**src/svf_pkg.sv**
```systemverilog
// ----------------------------------------------------------------------------
// svf_pkg: shared definitions for the state variable filter
// Register indexes, filter mode codes, coefficient widths and the default
// values of the top-level parameters.
// ----------------------------------------------------------------------------
`default_nettype none

package svf_pkg;

    // Default values of the top-level parameters.
    localparam int SAMPLE_WIDTH_DEF   = 16;
    localparam int COEF_FRAC_BITS_DEF = 16;
    localparam int STATE_WIDTH_DEF    = 32;

    // Fraction bits that a sample gains when it enters the integrators.
    localparam int STATE_FRAC_BITS = 8;

    // Configuration register widths.
    localparam int MODE_W     = 2;
    localparam int FREQ_W     = 17;
    localparam int DAMP_W     = 19;
    localparam int CFG_IDX_W  = 2;
    localparam int CFG_DATA_W = 19;

    // The serial multiplier takes the wider of the two coefficients.
    localparam int COEF_W = (FREQ_W > DAMP_W) ? FREQ_W : DAMP_W;

    // Reset value of the damping coefficient: 1.0 with 16 fraction bits.
    localparam logic [DAMP_W-1:0] DAMP_RESET = DAMP_W'(65536);

    typedef enum logic [MODE_W-1:0] {
        MODE_BYPASS = 2'd0,
        MODE_LOW    = 2'd1,
        MODE_HIGH   = 2'd2,
        MODE_BAND   = 2'd3
    } mode_t;

    // Register indexes on the configuration port.
    localparam logic [CFG_IDX_W-1:0] REG_MODE = 2'd0;
    localparam logic [CFG_IDX_W-1:0] REG_FREQ = 2'd1;
    localparam logic [CFG_IDX_W-1:0] REG_DAMP = 2'd2;

endpackage

`default_nettype wire

```
**src/state_variable_filter_top.sv**
```systemverilog
// ----------------------------------------------------------------------------
// state_variable_filter_top: Chamberlin state variable filter
// Two saturating integrators updated once per filtered sample through a single
// bit-serial coefficient multiplier; lowpass, highpass, bandpass or bypass output.
// ----------------------------------------------------------------------------
//
//  Channel   Direction  Ports                      Payload
//  --------  ---------  -------------------------  ---------------------------
//  input     in         s_tvalid/s_tready/s_tdata  sample_in (signed)
//  result    out        m_tvalid/m_tready/m_tdata  sample_out (signed)
//  config    in         cfg_we/cfg_index/cfg_wdata filter_mode, frequency_coeff,
//                                                  damping_coeff
//
//  The filter takes a new input sample only once the previous one has been
//  handed to the output register. N = max(19, COEF_FRAC_BITS) is the number
//  of steps of the bit-serial multiplier; the three products run one after
//  another on that multiplier. In bypass mode a sample skips the multiplier
//  and goes straight to the output stage. Reset (aresetn low at a clock edge)
//  clears both integrators and loads the register reset values. A stalled
//  result waits in the output register; the next sample is still accepted
//  and processed, and its own result waits until that register is free.
//
`default_nettype none

module state_variable_filter_top
    import svf_pkg::*;
#(
    parameter int SAMPLE_WIDTH   = SAMPLE_WIDTH_DEF,
    parameter int COEF_FRAC_BITS = COEF_FRAC_BITS_DEF,
    parameter int STATE_WIDTH    = STATE_WIDTH_DEF,
    localparam int TDATA_W       = ((SAMPLE_WIDTH + 7) / 8) * 8
) (
    input  wire logic                  aclk,
    input  wire logic                  aresetn,

    // Input sample channel.
    input  wire logic                  s_tvalid,
    output logic                       s_tready,
    input  wire logic [TDATA_W-1:0]    s_tdata,    // sample_in from bit 0, zero padded

    // Result channel.
    output logic                       m_tvalid,
    input  wire logic                  m_tready,
    output logic [TDATA_W-1:0]         m_tdata,    // sample_out from bit 0, zero padded

    // Configuration write port.
    input  wire logic                  cfg_we,
    input  wire logic [CFG_IDX_W-1:0]  cfg_index,
    input  wire logic [CFG_DATA_W-1:0] cfg_wdata
);

    // Number of multiplier steps: every coefficient bit is consumed, and at
    // least COEF_FRAC_BITS product bits are shifted out below the accumulator.
    localparam int N     = (COEF_W > COEF_FRAC_BITS) ? COEF_W : COEF_FRAC_BITS;
    localparam int CNT_W = $clog2(N);
    localparam int S     = STATE_WIDTH;
    // Full product width, and the width of the product after rounding.
    localparam int PW    = S + N;
    localparam int RW    = PW - COEF_FRAC_BITS;
    // Working width for sums before saturation; wide enough for the rounded
    // product, a scaled sample and an integrator with headroom.
    localparam int EW0   = (RW > SAMPLE_WIDTH + STATE_FRAC_BITS) ?
                           RW : (SAMPLE_WIDTH + STATE_FRAC_BITS);
    localparam int EW    = ((EW0 > S) ? EW0 : S) + 3;

    localparam logic signed [EW-1:0] ST_MAX = EW'((64'sd1 <<< (S - 1)) - 64'sd1);
    localparam logic signed [EW-1:0] ST_MIN = EW'(-(64'sd1 <<< (S - 1)));
    localparam logic signed [EW-1:0] SM_MAX =
        EW'((64'sd1 <<< (SAMPLE_WIDTH - 1)) - 64'sd1);
    localparam logic signed [EW-1:0] SM_MIN = EW'(-(64'sd1 <<< (SAMPLE_WIDTH - 1)));

    // Sequencer states.
    typedef enum logic [5:0] {
        ST_IDLE = 6'b000001,   // waiting for an input transfer
        ST_MUL  = 6'b000010,   // one coefficient bit per cycle
        ST_RND  = 6'b000100,   // round the product
        ST_UPD  = 6'b001000,   // update low, high or band
        ST_FIN  = 6'b010000,   // select, round and clamp the output
        ST_OUT  = 6'b100000    // hand the result to the output register
    } state_t;

    // Which of the three products is in the multiplier.
    typedef enum logic [2:0] {
        PH_LOW  = 3'b001,      // f * band, feeds the lowpass integrator
        PH_HIGH = 3'b010,      // q * band, feeds the highpass term
        PH_BAND = 3'b100       // f * high, feeds the bandpass integrator
    } phase_t;

    state_t                   state_reg, state_next;
    phase_t                   phase_reg, phase_next;
    mode_t                    mode_reg, mode_next;
    logic [FREQ_W-1:0]        freq_reg, freq_next;
    logic [DAMP_W-1:0]        damp_reg, damp_next;

    logic signed [S-1:0]      low_reg, low_next;
    logic signed [S-1:0]      band_reg, band_next;
    logic signed [S-1:0]      high_reg, high_next;
    logic signed [SAMPLE_WIDTH-1:0] x_reg, x_next;
    logic signed [EW-1:0]     base_reg, base_next;
    logic signed [EW-1:0]     rnd_reg, rnd_next;
    logic signed [SAMPLE_WIDTH-1:0] res_reg, res_next;

    // Bit-serial multiplier: coefficient shift register, parallel multiplicand,
    // accumulator and the shift register that collects the low product bits.
    logic [COEF_W-1:0]        coef_reg, coef_next;
    logic signed [S-1:0]      v_reg, v_next;
    logic signed [S-1:0]      acc_reg, acc_next;
    logic [N-1:0]             lsb_reg, lsb_next;
    logic [CNT_W-1:0]         cnt_reg, cnt_next;

    logic                     m_tvalid_reg, m_tvalid_next;
    logic [TDATA_W-1:0]       m_tdata_reg, m_tdata_next;

    logic signed [S:0]        step_sum;
    logic [PW-1:0]            prod_full;
    logic signed [RW-1:0]     prod_top;
    logic signed [S-1:0]      high_sat;
    logic signed [S-1:0]      sel;
    logic signed [EW-1:0]     sel_ext;
    logic signed [EW-1:0]     out_ext;

    function automatic logic signed [S-1:0] sat_state(input logic signed [EW-1:0] v);
        logic signed [S-1:0] r;
        if (v > ST_MAX) begin
            r = ST_MAX[S-1:0];
        end else if (v < ST_MIN) begin
            r = ST_MIN[S-1:0];
        end else begin
            r = v[S-1:0];
        end
        return r;
    endfunction

    function automatic logic signed [SAMPLE_WIDTH-1:0] sat_sample(
        input logic signed [EW-1:0] v
    );
        logic signed [SAMPLE_WIDTH-1:0] r;
        if (v > SM_MAX) begin
            r = SM_MAX[SAMPLE_WIDTH-1:0];
        end else if (v < SM_MIN) begin
            r = SM_MIN[SAMPLE_WIDTH-1:0];
        end else begin
            r = v[SAMPLE_WIDTH-1:0];
        end
        return r;
    endfunction

    assign s_tready = (state_reg == ST_IDLE);
    assign m_tvalid = m_tvalid_reg;
    assign m_tdata  = m_tdata_reg;

    // One multiplier step: add the multiplicand when the current coefficient
    // bit is set, then shift the sum right by one. The bit that drops out is
    // a product bit and moves into the low shift register. The accumulator
    // always stays within the multiplicand's range, so S bits hold it.
    assign step_sum = {acc_reg[S-1], acc_reg} + (coef_reg[0] ? {v_reg[S-1], v_reg} : '0);

    // After N steps the product is {acc, lsb}. Dropping COEF_FRAC_BITS bits
    // with round half up is the floor of the shift plus the highest dropped bit.
    assign prod_full = {acc_reg, lsb_reg};
    assign prod_top  = prod_full[PW-1:COEF_FRAC_BITS];

    assign high_sat  = sat_state(base_reg - rnd_reg);

    always_comb begin
        unique case (mode_reg)
            MODE_LOW:  sel = low_reg;
            MODE_HIGH: sel = high_reg;
            default:   sel = band_reg;
        endcase
    end

    assign sel_ext = EW'(sel);
    // Drop the state fraction bits, rounding half up. The rounding bit is kept
    // signed so that the shift stays arithmetic.
    assign out_ext = (sel_ext >>> STATE_FRAC_BITS)
                   + $signed({{(EW-1){1'b0}}, sel[STATE_FRAC_BITS-1]});

    always_comb begin
        state_next    = state_reg;
        phase_next    = phase_reg;
        mode_next     = mode_reg;
        freq_next     = freq_reg;
        damp_next     = damp_reg;
        low_next      = low_reg;
        band_next     = band_reg;
        high_next     = high_reg;
        x_next        = x_reg;
        rnd_next      = rnd_reg;
        res_next      = res_reg;
        coef_next     = coef_reg;
        v_next        = v_reg;
        acc_next      = acc_reg;
        lsb_next      = lsb_reg;
        cnt_next      = cnt_reg;
        m_tdata_next  = m_tdata_reg;
        // The scaled sample minus the new lowpass value; it settles during
        // the damping product, while both operands stay put.
        base_next     = (EW'(x_reg) <<< STATE_FRAC_BITS) - EW'(low_reg);
        // A waiting result leaves when the downstream side takes it.
        m_tvalid_next = m_tvalid_reg & ~m_tready;

        // Configuration writes must arrive only while the filter is idle; the block itself does not enforce this.
        if (cfg_we) begin
            unique case (cfg_index)
                REG_MODE: mode_next = mode_t'(cfg_wdata[MODE_W-1:0]);
                REG_FREQ: freq_next = cfg_wdata[FREQ_W-1:0];
                REG_DAMP: damp_next = cfg_wdata[DAMP_W-1:0];
                default:  ;
            endcase
        end

        unique case (state_reg)
            ST_IDLE: begin
                if (s_tvalid) begin
                    x_next = s_tdata[SAMPLE_WIDTH-1:0];
                    if (mode_reg == MODE_BYPASS) begin
                        // Bypass passes the sample through and leaves the
                        // integrators alone.
                        res_next   = s_tdata[SAMPLE_WIDTH-1:0];
                        state_next = ST_OUT;
                    end else begin
                        coef_next  = COEF_W'(freq_reg);
                        v_next     = band_reg;
                        acc_next   = '0;
                        cnt_next   = '0;
                        phase_next = PH_LOW;
                        state_next = ST_MUL;
                    end
                end
            end

            ST_MUL: begin
                acc_next  = step_sum[S:1];
                lsb_next  = {step_sum[0], lsb_reg[N-1:1]};
                coef_next = coef_reg >> 1;
                cnt_next  = cnt_reg + CNT_W'(1);
                if (cnt_reg == CNT_W'(N - 1)) begin
                    state_next = ST_RND;
                end
            end

            ST_RND: begin
                rnd_next   = EW'(prod_top)
                           + $signed({{(EW-1){1'b0}}, prod_full[COEF_FRAC_BITS-1]});
                state_next = ST_UPD;
            end

            ST_UPD: begin
                acc_next = '0;
                cnt_next = '0;
                unique case (phase_reg)
                    PH_LOW: begin
                        low_next   = sat_state(EW'(low_reg) + rnd_reg);
                        coef_next  = COEF_W'(damp_reg);
                        v_next     = band_reg;
                        phase_next = PH_HIGH;
                        state_next = ST_MUL;
                    end
                    PH_HIGH: begin
                        high_next  = high_sat;
                        coef_next  = COEF_W'(freq_reg);
                        v_next     = high_sat;
                        phase_next = PH_BAND;
                        state_next = ST_MUL;
                    end
                    default: begin
                        band_next  = sat_state(EW'(band_reg) + rnd_reg);
                        state_next = ST_FIN;
                    end
                endcase
            end

            ST_FIN: begin
                res_next   = sat_sample(out_ext);
                state_next = ST_OUT;
            end

            default: begin
                // Load the output register once its previous result is gone.
                if (!m_tvalid_reg || m_tready) begin
                    m_tvalid_next = 1'b1;
                    m_tdata_next  = TDATA_W'($unsigned(res_reg));
                    state_next    = ST_IDLE;
                end
            end
        endcase
    end

    always_ff @(posedge aclk) begin
        if (!aresetn) begin
            state_reg    <= ST_IDLE;
            phase_reg    <= PH_LOW;
            mode_reg     <= MODE_BYPASS;
            freq_reg     <= '0;
            damp_reg     <= DAMP_RESET;
            low_reg      <= '0;
            band_reg     <= '0;
            m_tvalid_reg <= 1'b0;
        end else begin
            state_reg    <= state_next;
            phase_reg    <= phase_next;
            mode_reg     <= mode_next;
            freq_reg     <= freq_next;
            damp_reg     <= damp_next;
            low_reg      <= low_next;
            band_reg     <= band_next;
            m_tvalid_reg <= m_tvalid_next;
        end
    end

    // Datapath registers need no reset.
    always_ff @(posedge aclk) begin
        high_reg    <= high_next;
        x_reg       <= x_next;
        base_reg    <= base_next;
        rnd_reg     <= rnd_next;
        res_reg     <= res_next;
        coef_reg    <= coef_next;
        v_reg       <= v_next;
        acc_reg     <= acc_next;
        lsb_reg     <= lsb_next;
        cnt_reg     <= cnt_next;
        m_tdata_reg <= m_tdata_next;
    end

endmodule

`default_nettype wire
```
**config.mk**
```make
export PLATFORM = sky130hd
export DESIGN_NAME = state_variable_filter_top
export DESIGN_NICKNAME = d
export VERILOG_FILES = /design/src/svf_pkg.sv /design/src/state_variable_filter_top.sv
export SDC_FILE = /design/constraint.sdc
export NUM_CORES = 1
export LEC_CHECK = 0
export BUFFER_PORTS_ARGS = -buffer_cell sky130_fd_sc_hd__buf_2
export CAP_MARGIN = 20
export CORE_UTILIZATION = 60
export CTS_CLUSTER_SIZE = 28
export DETAILED_ROUTE_END_ITERATION = 12
export GPL_ROUTABILITY_DRIVEN = 0
export MAX_ROUTING_LAYER = met4
export PLACE_DENSITY = 0.78
export SLEW_MARGIN = 20
export SYNTH_ARGS = -nofsm -noshare
export SYNTH_HDL_FRONTEND = slang
export SYNTH_SLANG_ARGS = --single-unit
```
**constraint.sdc**
```tcl
create_clock -name aclk -period 13.5 [get_ports aclk]
set_clock_uncertainty 0.15 [all_clocks]
set_input_delay 1.35 -clock aclk [delete_from_list [all_inputs] [get_ports aclk]]
set_output_delay 1.35 -clock aclk [all_outputs]
set_load 0.01 [all_outputs]
```
==> impl_metrics.ini <==
[timing]
max_freq_mhz = 204.2
rsz0062_at_grt = false
worst_pin_slew_ps = 1071
timing.final.ws_setup_ps = 8603
period_share_pct = 36.27
setup-tns-final_ps = 0
hold_viol_final = 0
setup_viol = 0
final-max-slew-violation-count = 0
finalCriticalPeriod_ps = 4897
max_slew_margin_pct = 28.59

[critical_path]
required_ps = 13800
r2r_end = low_reg[5]
cp_max_fo = 20
ff2ff_setup_slack_ps = 8600
endpoint = low_reg[5]
critPathLaunchType = flip-flop
timing.rr.start = rnd_reg[0]
startpoint = rnd_reg[0]
crit_arrival_ps = 5190
endpoint_kind = flip-flop
reg2reg_depth = 14
path_class = flip-flop to flip-flop

[drt]
drc = 0
drtIter0Drc = 1865
drt-pass1-iter-count = 6
vias_per_cell = 6.199
postRouteAntennaNets = 0
vias = 18980
wl_um = 57350
wl_per_cell_um = 18.73

[clock_network]
cts_hold_buffers = 0
h-tree-depth = 2
cts_tree = done
cts-root-buf = clkbuf_16
numCtsBuffers = 40
post_cts_resized = 0
cts_setup_buffers = 0
cts.path.max_buffers = 3
cts.sinks = 346
cts.reportedPaths.clkPinSlew_ps = 60
clock_latency_ps = 570

[global_routing]
grt_pass1_wl_um = 92810
grt_usage_pct = 30.99
antenna_found_initial = 1
grt-ovfl-total = 0
grt_max_degree = 61
grt_pass1_vias = 18390

[pwr]
p_leak_nw = 10.19
swShare_pct = 30.47
powerDensity_nw_per_um2 = 131.8
p_comb_share_pct = 23.4
power.internal_w = 0.002264
power_switching_w = 0.0009923
power.share.sequential_pct = 41.6
ir_drop_mv = 0.09747
clock_power_share_pct = 35.0

[die]
fp-row-count = 70
core-area_um2 = 36870
die_w_um = 196.1
pin_count = 60
die_h_um = 196.1
die_area_um2 = 38460
start_util_pct = 61.31

[yosys]
ys_warn_count = 0
synthesis.area_um2 = 22610
asyncSetResetFlopFracSynth_pct = 0
synth_edf_count = 201
ys.flop_type = edfxtp_1
netlist.area_leader.share_pct = 26.70
synth-seq-area-share_pct = 39.54
synth_fp_nets = 2713
synth_most_common_cell = nand2_1
synth.avg_cell_area_um2 = 9.068
synth.area.top_cells = edfxtp_1 (27%), dfxtp_1 (13%), ha_1 (9.6%)
synth_seq_cells = 346
synth_commonest_cells = nand2_1 (280), a21oi_1 (253), edfxtp_1 (201)
synth.largest_area_cell = edfxtp_1
synthDistinctLibCells = 92
syn_inst = 2493

[layout]
fin_cells = 3062
nFillCells = 2874
area_growth_pct = 9.293
post-route-cell-area_um2 = 24710
utilization_pct = 67.00
layout.nets = 2745
largest_reg_flops = 36
post_route_cells_drive_above_1_share_pct = 7.431

[placement]
numPlacedInstances = 2987
post-place-ws_ps = 8668
port_buffers = 59
dp.final_hpwl_um = 41790
postPlaceCellArea_um2 = 23320

[hold_path]
hold_path_class = flip-flop to flip-flop

[run]
drv_cap = 0

[outcome]
status = complete, no violations
[cells in the final DEF, fill, tap and decap left out, types with 25 or more instances in the layout]
cell,count
nand3_1,53
buf_2,59
ha_1,173
edfxtp_1,201
nor2_1,170
a21boi_0,44
nor2b_1,39
nand2_1,280
inv_1,130
a21oi_1,252
xnor2_1,117
o21bai_1,25
o21ai_0,167
a31oi_1,30
and2_1,43
clkbuf_16,41
a22oi_1,26
xor2_1,79
a21o_1,85
dfxtp_1,145
[layout make-up]
class | count | area [µm²] | share of cell area, %
Tap cell | 504 | 630.6 | 2.552
Clock buffer | 56 | 1142 | 4.624
Multi-Input combinational cell | 1928 | 12820 | 51.89
Sequential cell | 346 | 8939 | 36.18
Timing Repair Buffer | 79 | 449.2 | 1.818
Inverter | 130 | 488.0 | 1.975
Clock inverter | 18 | 234.0 | 0.9470
Antenna cell | 1 | 2.502 | 0.01013
[per-stage QoR]
step | hold WS (ps) | power, W
floorplan | 245.7 | 0.001924
global placement | 250.7 | 0.002096
detailed placement | 254.5 | 0.002117
CTS | 268.2 | 0.003263
global route | 272.5 | 0.003401
finish | 268.3 | 0.003257
[critical path: stages (launching register included)]
cell and delay, ps:
edfxtp_1 450, ha_1 270, fa_1 450, a211oi_2 300, nor4_1 110, o31ai_1 590
o21ai_1 210, a21oi_1 390, o21ai_1 100, a21oi_1 190, xnor2_1 100, or4_4 560
o31ai_4 500, buf_6 280, o21ai_0 100
[worst min-delay path by stage]
stage | start | to | slack, ps | cells after the start
floorplan | low_reg[0] | base_reg[0] | 250 | 0
global placement | res_reg[2] | m_tdata[2] | 250 | 0
detailed placement | res_reg[15] | m_tdata[15] | 250 | 0
CTS | res_reg[15] | m_tdata[15] | 270 | 0
global route | res_reg[15] | m_tdata[15] | 270 | 0
finish | res_reg[15] | m_tdata[15] | 270 | 0
[per-layer routing]
metal  wire [µm]  up-vias  part of all wire, %  track usage [%]
met3        4977      117                  8.7            4.521
li1            -     9140                    -                -
met5           0        -                    0                -
met2       25700      806                   45            48.95
met4        1668        0                  2.9            10.88
met1       25010     8918                   44            40.69
[power groups by stage]
stage                     clock network (W)  registers, W  logic [W]
after floorplan                           0       0.00135   0.000577
after global placement                    0       0.00137   0.000726
after detailed placement                  0       0.00137   0.000747
after CTS                           0.00115       0.00135   0.000754
after global routing                0.00119       0.00137   0.000844
final                               0.00114       0.00136   0.000762
[kinds of logic after synthesis]
group	synth area share (%)
compound gates	23.20
xor+xnor	7.594
fa+ha+maj	9.985
buf+inv	3.996
flops	39.54
mux	0.3653
simple gates	15.32
Power figures use the tool's default switching activity.
